`src/sv/bitmap_range_run_engine_assert.svh`:
```
// Assertion macros shared by the bitmap range/run engine modules.
`ifndef BITMAP_RANGE_RUN_ENGINE_ASSERT_SVH
`define BITMAP_RANGE_RUN_ENGINE_ASSERT_SVH

// Same-cycle implication, disabled during reset.
`define BRR_ASSERT_IMPL(lbl, ante, cons) \
  lbl: assert property (@(posedge clk_i) disable iff (!rst_ni) (ante) |-> (cons)) \
    else $error("brr assertion failed");

// Next-cycle implication, disabled during reset.
`define BRR_ASSERT_NEXT(lbl, ante, cons) \
  lbl: assert property (@(posedge clk_i) disable iff (!rst_ni) (ante) |=> (cons)) \
    else $error("brr assertion failed");

`endif

```
`src/sv/brr_pkg.sv`:
```
// Package: types, constants and helper functions of the bitmap range/run engine.
package brr_pkg;

  localparam int MAP_WORDS = 64;
  localparam int WORD_BITS = 64;
  localparam int ADDR_W    = $clog2(MAP_WORDS);
  localparam int BIT_W     = $clog2(WORD_BITS);
  localparam int LEN_W     = 13;

  localparam logic [LEN_W-1:0] LEN_MAX = LEN_W'(MAP_WORDS * WORD_BITS);
  localparam logic [LEN_W-1:0] ACC_MAX = 13'h1FFF;

  localparam logic [1:0] REQ_WRITE     = 2'd0;
  localparam logic [1:0] REQ_RUN       = 2'd1;
  localparam logic [1:0] REQ_INTERSECT = 2'd2;
  localparam logic [1:0] REQ_UNUSED    = 2'd3;

  typedef struct packed {
    logic [1:0]  req_type;
    logic        bit_value;
    logic [11:0] start_req;
    logic [12:0] stop;
    logic [5:0]  word_index;
    logic [63:0] other_word;
    logic        last_word;
  } brr_in_t;

  typedef struct packed {
    logic [12:0] run_length;
    logic        run_value;
    logic [12:0] match_count;
    logic        count_done;
  } brr_out_t;

  // Controller to datapath.
  typedef struct packed {
    logic load;
    logic walk;
    logic iand;
    logic icnt;
    logic emit;
  } brr_cmd_t;

  // Datapath to controller.
  typedef struct packed {
    logic [1:0] kind;
    logic       no_work;
    logic       walk_done;
  } brr_sts_t;

  // Index of the lowest set bit; 0 when none is set.
  function automatic logic [5:0] ffs64(input logic [63:0] x);
    logic [2:0] sel;
    logic [2:0] pos;
    logic [7:0] byte_v;
    sel = '0;
    pos = '0;
    for (int i = 7; i >= 0; i--) begin
      if (|x[i*8 +: 8]) sel = 3'(i);
    end
    byte_v = x[sel*8 +: 8];
    for (int j = 7; j >= 0; j--) begin
      if (byte_v[j]) pos = 3'(j);
    end
    return {sel, pos};
  endfunction

  function automatic logic [6:0] popcount64(input logic [63:0] x);
    logic [3:0] cnt [8];
    logic [6:0] sum;
    sum = '0;
    for (int i = 0; i < 8; i++) begin
      cnt[i] = '0;
      for (int j = 0; j < 8; j++) begin
        cnt[i] = cnt[i] + 4'(x[i*8 + j]);
      end
    end
    for (int i = 0; i < 8; i++) begin
      sum = sum + 7'(cnt[i]);
    end
    return sum;
  endfunction

endpackage

```
`src/sv/brr_ctrl.sv`:
```
// Controller state machine of the bitmap range/run engine.
`include "bitmap_range_run_engine_assert.svh"

module brr_ctrl (
  input  logic             clk_i,
  input  logic             rst_ni,
  input  logic             in_valid_i,
  output logic             in_ready_o,
  output logic             out_valid_o,
  input  logic             out_ready_i,
  input  brr_pkg::brr_sts_t sts_i,
  output brr_pkg::brr_cmd_t cmd_o
);

  localparam logic [2:0] S_IDLE  = 3'd0;
  localparam logic [2:0] S_FETCH = 3'd1;
  localparam logic [2:0] S_WALK  = 3'd2;
  localparam logic [2:0] S_IAND  = 3'd3;
  localparam logic [2:0] S_ICNT  = 3'd4;
  localparam logic [2:0] S_RESP  = 3'd5;

  logic [2:0] state_q, state_d;
  logic       out_valid_q, out_valid_d;
  logic       slot_free;

  assign slot_free   = !out_valid_q || out_ready_i;
  assign in_ready_o  = (state_q == S_IDLE);
  assign out_valid_o = out_valid_q;

  always_comb begin
    state_d = state_q;
    cmd_o   = '0;
    case (state_q)
      S_IDLE: begin
        if (in_valid_i) begin
          cmd_o.load = 1'b1;
          state_d    = S_FETCH;
        end
      end
      S_FETCH: begin
        if (sts_i.no_work) begin
          state_d = S_RESP;
        end else if (sts_i.kind == brr_pkg::REQ_INTERSECT) begin
          state_d = S_IAND;
        end else begin
          state_d = S_WALK;
        end
      end
      S_WALK: begin
        cmd_o.walk = 1'b1;
        if (sts_i.walk_done) state_d = S_RESP;
      end
      S_IAND: begin
        cmd_o.iand = 1'b1;
        state_d    = S_ICNT;
      end
      S_ICNT: begin
        cmd_o.icnt = 1'b1;
        state_d    = S_RESP;
      end
      S_RESP: begin
        // hold the result until the output register is free
        if (slot_free) begin
          cmd_o.emit = 1'b1;
          state_d    = S_IDLE;
        end
      end
      default: begin
        state_d = S_IDLE;
      end
    endcase
  end

  always_comb begin
    out_valid_d = out_valid_q;
    if (cmd_o.emit) begin
      out_valid_d = 1'b1;
    end else if (out_ready_i) begin
      out_valid_d = 1'b0;
    end
  end

  always_ff @(posedge clk_i or negedge rst_ni) begin
    if (!rst_ni) begin
      state_q     <= S_IDLE;
      out_valid_q <= 1'b0;
    end else begin
      state_q     <= state_d;
      out_valid_q <= out_valid_d;
    end
  end

  `BRR_ASSERT_NEXT(a_accept_fetch, in_valid_i && in_ready_o, state_q == S_FETCH)
  `BRR_ASSERT_IMPL(a_rise_from_resp, $rose(out_valid_o), $past(state_q) == S_RESP)
  `BRR_ASSERT_NEXT(a_walk_end, state_q == S_WALK && sts_i.walk_done, state_q == S_RESP)

endmodule

```
`config.mk`:
```
export PLATFORM = sky130hd
export DESIGN_NAME = brr_ctrl
export DESIGN_NICKNAME = d
export VERILOG_FILES = /design/src/sv/brr_pkg.sv /design/src/sv/brr_ctrl.sv
export VERILOG_INCLUDE_DIRS = /design/src /design/src/sv
export SDC_FILE = /design/constraint.sdc
export NUM_CORES = 1
export LEC_CHECK = 0
export BUFFER_PORTS_ARGS = -buffer_cell sky130_fd_sc_hd__clkbuf_2
export CAP_MARGIN = 20
export CORE_AREA = 3 3 40 42
export CTS_BUF_LIST = sky130_fd_sc_hd__clkbuf_4
export DETAILED_ROUTE_END_ITERATION = 12
export DIE_AREA = 0 0 43 45
export GPL_TIMING_DRIVEN = 0
export HOLD_SLACK_MARGIN = 0.1
export PLACE_DENSITY = 0.52
export SLEW_MARGIN = 20
export SYNTH_ARGS = -nofsm -noshare
export SYNTH_HDL_FRONTEND = slang
export SYNTH_SLANG_ARGS = --single-unit
```
`constraint.sdc`:
```
create_clock -name clk_i -period 2.4 [get_ports clk_i]
set_input_delay 0.36 -clock clk_i [delete_from_list [all_inputs] [get_ports clk_i]]
set_output_delay 0.36 -clock clk_i [all_outputs]
set_load 0.02 [all_outputs]
```
==> flow_summary.json, run 1 <==
{
  "outcome": "finished clean",
  "antenna_found_initial": 0,
  "slew_viol_final": 0,
  "rsz0062_at_grt": "false",
  "tritoncts": "done",
  "fmaxAchievable_mhz": 617,
  "clkPwrFrac_pct": 14.5,
  "start_kind": "register",
  "fp.dieH_um": 45,
  "drive_above_1_share_pct": 52.0,
  "worstSetupPathType": "register to output pin",
  "track_usage_pct": 8.10,
  "dpl_cell_area_um2": 398,
  "yosys.area_share.simple_pct": 35.2,
  "reg2reg_depth": 3,
  "yosys.area_share.adder_pct": 0,
  "syn_avg_cell_area_um2": 9.66,
  "worstSetupEndpointType": "output pin",
  "powerDensity_nw_per_um2": 1310,
  "dieWidth_um": 43,
  "routed_via_density": 4.43,
  "place_hpwl_um": 505,
  "slowest_delay_ps": 410,
  "synth_compound_area_share_pct": 19.0,
  "grt_pass1_vias": 272,
  "min_period_ps": 1620,
  "synth_commonest_cells": "dfrtp_1, nor2_1",
  "root_buffer": "clkbuf_4",
  "yosys_register_bits": 4,
  "r2r_end": "state_q[0]$_DFFE_PN0P_",
  "vdd_ir_drop_max_mv": 0.469,
  "cts_resized": 0,
  "synthesis.nets": 40,
  "path_cells": "buf_6 -> nor3_1 -> buf_4 -> clkbuf_2",
  "crit_path_top_delay_cell": "dfrtp_1",
  "yosysMostFrequentCell": "dfrtp_1",
  "core-area_um2": 1280,
  "grt_max_degree": 11,
  "routed_wl_um": 609,
  "drt_iter0_markers": 4,
  "gp_congestion": 0.663,
  "hold_viol_final": 0,
  "relSlewSlack_pct": 82.9,
  "timing.final.crit_share_pct": 67.5,
  "yosysSeqAreaShare_pct": 32.4,
  "worst-r2r-setup-slack_ps": 1400,
  "grt-ovfl-total": 0,
  "ant_nets": 0,
  "io_pins": 15,
  "yosysTopAreaCell": "dfrtp_1",
  "synth_ff_type": "dfrtp_1",
  "cts_setup_buffers": 0,
  "grt_pass1_wl_um": 1140,
  "synth.distinct_cells": 22,
  "fin_nets": 60,
  "p_seq_share_pct": 21.4,
  "combinationalPowerShare_pct": 64.2,
  "switching_share_pct": 43.2,
  "drt_first_pass_iters": 4,
  "leakagePower_uw": 0.000215,
  "initial_core_util_pct": 24.1,
  "max_cap_viol_count": 0,
  "drc": 0,
  "finalSetupTns_ps": 0,
  "synth_edf_count": 0,
  "setup_violations": 0,
  "portBuffers": 14,
  "tightest_slew_ps": 255,
  "ctsHtreeMaxLevel": 1,
  "fin_skew_ps": 0.148,
  "min_path_type": "input pin to asynchronous set/reset pin",
  "antenna_cells": 0,
  "synthCells": 32,
  "ctsHoldBuffers": 1,
  "muxShareOfSynthArea_pct": 0,
  "switching_power_uw": 245,
  "die-area_um2": 1940,
  "num_rows": 13,
  "yosys_warnings": 0,
  "insertion_delay_ps": 230,
  "num_vias": 288,
  "synth.area.top_cells": "dfrtp_1, buf_6, nor3_2, buf_4, a211oi_2",
  "r2r_start": "state_q[1]$_DFFE_PN0P_",
  "area_growth_pct": 39.3,
  "clock_sinks": 4,
  "crit_required_ps": 2040,
  "synth_xor_area_share_pct": 0,
  "p_int_uw": 321,
  "cts_buffers": 3,
  "path_max_fanout": 10,
  "drt-wirelength-per-cell_um": 9.37,
  "netlist_area_um2": 309,
  "synthArstFlopShare_pct": 100,
  "clk_path_buf_depth": 2,
  "arrival_ps": 1260,
  "synth_top_family_by_area": "simple AND/OR/NAND/NOR gates",
  "final_area_um2": 430,
  "yosysTopAreaCellShare_pct": 32.4,
  "clk_pin_slew_ps": 40,
  "power_uw": 566
}
## state kept, by name, summed over array words and instances, names as in the netlist
name	flops
state_q	3
out_valid_o	1
## metrics by stage
step | setup slack (ps) | hold WS, ps | utilization, % | cells
after floorplan | 910 | 64.4 | - | 32
final | 780 | 461 | 33.5 | 65
after global placement | 1010 | 170 | 31.0 | 61
after detailed placement | 1020 | 169 | 31.0 | 61
after global routing | 657 | 457 | 33.5 | 65
after CTS | 764 | 460 | 33.5 | 65
## area by class of cell
type / count / area [um2]
multi-input combinational: 23 / 168
inverter: 1 / 3.75
buffer: 4 / 37.5
sequential: 4 / 100
clock buffer: 3 / 22.5
fill: 150 / 855
tap: 15 / 18.8
timing repair buffer: 15 / 80.1
## logic make-up after synthesis
| family | count (synthesis) |
|---|---|
| compound gates | 7 |
| buf+inv | 5 |
| flops | 4 |
| simple gates | 16 |
## cells in the final DEF (no fill, tap or decap), types with 2 or more instances in the layout
master	Yosys	final
clkbuf_2	0	14
dfrtp_1	4	4
nor2_1	3	3
clkbuf_4	0	3
buf_4	2	2
buf_6	2	2
nor3_2	2	2
nor3_1	2	2
nand2b_1	2	2
## metal layers
layer,vias to the layer above,share of wire [%],global-route usage (%)
li1,148,-,-
met1,128,39,9.49
met2,12,49,11.7
met3,0,11,5.18
met4,0,0,3.61
met5,-,0,0
## power by group through the flow
| stage | logic (uW) | clock network, uW | registers, uW |
|---|---|---|---|
| after floorplan | 279 | 0 | 128 |
| final | 363 | 81.8 | 121 |
| after detailed placement | 367 | 0 | 122 |
| after CTS | 369 | 85.1 | 122 |
| after global placement | 369 | 0 | 122 |
| after global routing | 406 | 93.8 | 126 |
## worst max-delay path by stage
stage,startpoint,end
floorplan,state_q[2]$_DFFE_PN0P_,cmd_o[4]
global placement,state_q[2]$_DFFE_PN0P_,cmd_o[0]
detailed placement,out_ready_i,cmd_o[0]
CTS,state_q[2]$_DFFE_PN0P_,cmd_o[0]
global route,state_q[2]$_DFFE_PN0P_,cmd_o[0]
finish,state_q[1]$_DFFE_PN0P_,cmd_o[0]
## critical path, delay by kind of cell, from the launching register on
family	cells	cell delay, ps
buf+inv	3	440
flops	1	410
simple gates	1	180
(Power assumes the default switching activity.)
==> run 2: changes to the inputs <==
Settings changed: ABC_AREA set to 1, PLACE_DENSITY 0.52 to 0.53.
Clock period 2.4 ns to 1.4 ns, I/O delays scaled along.
==> run 2 against run 1 <==
Setup slack got worse by 730 ps; via count up 18%; area after synthesis shrank 0.40%; sequential share of layout area decreased by 1.8 points; hold slack worse by 170 ps; routed wire length increased by 15%; combinational power rose by 100%; core utilization grew 3.7 points; synthesized cell count grew 44%; clock skew rose by 0.83 ps; global-route usage down 0.42 points; critical endpoint is now cmd_o[1]; largest cell class unchanged.
==> flow_summary.json, run 2 <==
{
  "worst_slack_ps": 49.3,
  "setup_violations": 0,
  "cts_buffers": 3,
  "postLayoutCoreUtil_pct": 37.2,
  "fin_nets": 75,
  "fp.dieH_um": 45,
  "num_rows": 13,
  "root_buffer": "clkbuf_4",
  "antenna_found_initial": 0,
  "timing.final.crit_share_pct": 96.5,
  "start_kind": "register",
  "final_cell_mix": "nand2_1, clkbuf_2, inv_1",
  "finalSetupTns_ps": 0,
  "hold_slack_ps": 287,
  "largest_reg_flops": 3,
  "leakagePower_uw": 0.000275,
  "grt_max_degree": 9,
  "max_cap_viol_count": 0,
  "yosys_warnings": 0,
  "place_hpwl_um": 532,
  "synth.area.top_cells": "dfrtp_1, nand2_1, inv_1, nor2_2, o21ai_1",
  "fin_skew_ps": 0.979,
  "synth_commonest_cells": "nand2_1, inv_1, dfrtp_1",
  "antenna_cells": 0,
  "core-area_um2": 1280,
  "synth_edf_count": 0,
  "grt_pass1_vias": 303,
  "hold_viol_final": 0,
  "portBuffers": 14,
  "vdd_ir_drop_max_mv": 0.537,
  "p_seq_share_pct": 22.4,
  "clock_sinks": 4,
  "switching_share_pct": 49.0,
  "largest_register": "state_q",
  "placed_cells": 75,
  "min_period_ps": 1350,
  "powerDensity_nw_per_um2": 2360,
  "arrival_ps": 1140,
  "area_growth_pct": 55.3,
  "netlist_area_um2": 308,
  "worst-r2r-setup-slack_ps": 230,
  "io_pins": 15,
  "routed_wl_um": 703,
  "yosysTopAreaCell": "dfrtp_1",
  "syn_avg_cell_area_um2": 6.69,
  "path_max_fanout": 4,
  "drt-wirelength-per-cell_um": 8.79,
  "yosysSeqAreaShare_pct": 32.5,
  "slew_viol_final": 0,
  "clk_pin_slew_ps": 40,
  "drt_iter0_markers": 4,
  "tritoncts": "done",
  "worstSetupEndpointType": "output pin",
  "clkPwrFrac_pct": 12.4,
  "yosys_register_bits": 4,
  "synthCells": 46,
  "fmaxAchievable_mhz": 740,
  "tightest_slew_ps": 254,
  "outcome": "finished clean",
  "num_vias": 341,
  "track_usage_pct": 7.69,
  "worstSetupPathType": "register to output pin",
  "die-area_um2": 1940,
  "initial_core_util_pct": 24.0,
  "synthArstFlopShare_pct": 100,
  "yosysTopAreaCellShare_pct": 32.5,
  "clk_path_buf_depth": 2,
  "p_int_uw": 577,
  "dp_worst_setup_slack_ps": 178,
  "grt-ovfl-total": 0,
  "grt_pass1_wl_um": 1080,
  "gp_congestion": 0.704,
  "combinationalPowerShare_pct": 65.3,
  "crit_required_ps": 1190,
  "instances_no_fill": 80,
  "switching_power_uw": 553,
  "insertion_delay_ps": 230,
  "ctsHtreeMaxLevel": 1,
  "routed_via_density": 4.26,
  "drc": 0,
  "synth.distinct_cells": 17,
  "min_path_type": "input pin to register",
  "relSlewSlack_pct": 83.0,
  "drive_above_1_share_pct": 53.8,
  "drt_first_pass_iters": 4,
  "synth_ff_type": "dfrtp_1",
  "yosysMostFrequentCell": "nand2_1",
  "ant_nets": 0,
  "synthesis.nets": 54,
  "dieWidth_um": 43
}
run 2: power by group through the flow:
stage / Sequential (uW) / Combinational [uW] / Clock [uW]
after floorplan: 237 / 469 / 0
after global placement: 230 / 629 / 0
after CTS: 236 / 708 / 140
after detailed placement: 228 / 628 / 0
after global routing: 261 / 808 / 152
final: 253 / 737 / 140
run 2: final cells by class:
| type | instances | area (um2) |
|---|---|---|
| Fill cell | 140 | 807 |
| Multi-Input combinational cell | 31 | 183 |
| Timing Repair Buffer | 17 | 104 |
| Sequential cell | 4 | 103 |
| Inverter | 9 | 36.3 |
| Clock buffer | 3 | 22.5 |
| Tap cell | 15 | 18.8 |
| Buffer | 1 | 11.3 |
run 2: worst paths after layout:
kind,from,to,depth (start not counted)
setup / recovery,state_q[1]$_DFFE_PN0P_,cmd_o[1],3
hold / removal,out_ready_i,out_valid_o$_DFFE_PN0P_,4
setup reg to reg,state_q[1]$_DFFE_PN0P_,state_q[0]$_DFFE_PN0P_,7
hold reg to reg,out_valid_o$_DFFE_PN0P_,out_valid_o$_DFFE_PN0P_,2
max in group asynchronous,rst_ni,state_q[1]$_DFFE_PN0P_,2
min in group asynchronous,rst_ni,out_valid_o$_DFFE_PN0P_,2
run 2: routing by layer:
layer  GRT usage (%)  up-vias  wire length, um
met5               0        -                0
met4            7.23        0               14
met3            2.39        2               45
met2            11.4       12              312
met1            8.76      148              330
li1                -      179                -
run 2: metrics by stage:
stage	instance area, um2	total power [uW]
5_1_grt	478	1220
3_5_place_dp	397	857
4_1_cts	462	1080
3_3_place_gp	397	859
2_1_floorplan	308	706
6_report	478	1130
run 2: worst max-delay path, cell delays in order (launching register included):
cell,delay (ps)
dfrtp_2,430
buf_4,150
nor3_2,150
buf_2,180
run 2: logic make-up (layout without fill, tap and decap cells):
family,after synthesis,count (layout),share of synthesized area (%)
AOI/OAI and AO/OA,6,6,10.6
buffers and inverters,11,30,15.9
and+or+nand+nor,25,25,41.1
DFF,4,4,32.5
run 2: repair_timing:
item | in CTS | in global routing
hold buffers | 1 | 0
gates resized for setup | 8 | 8
endpoints found under the hold margin | 4 | 0
buffers inserted | 1 | 1
setup endpoints to repair | 2 | 6
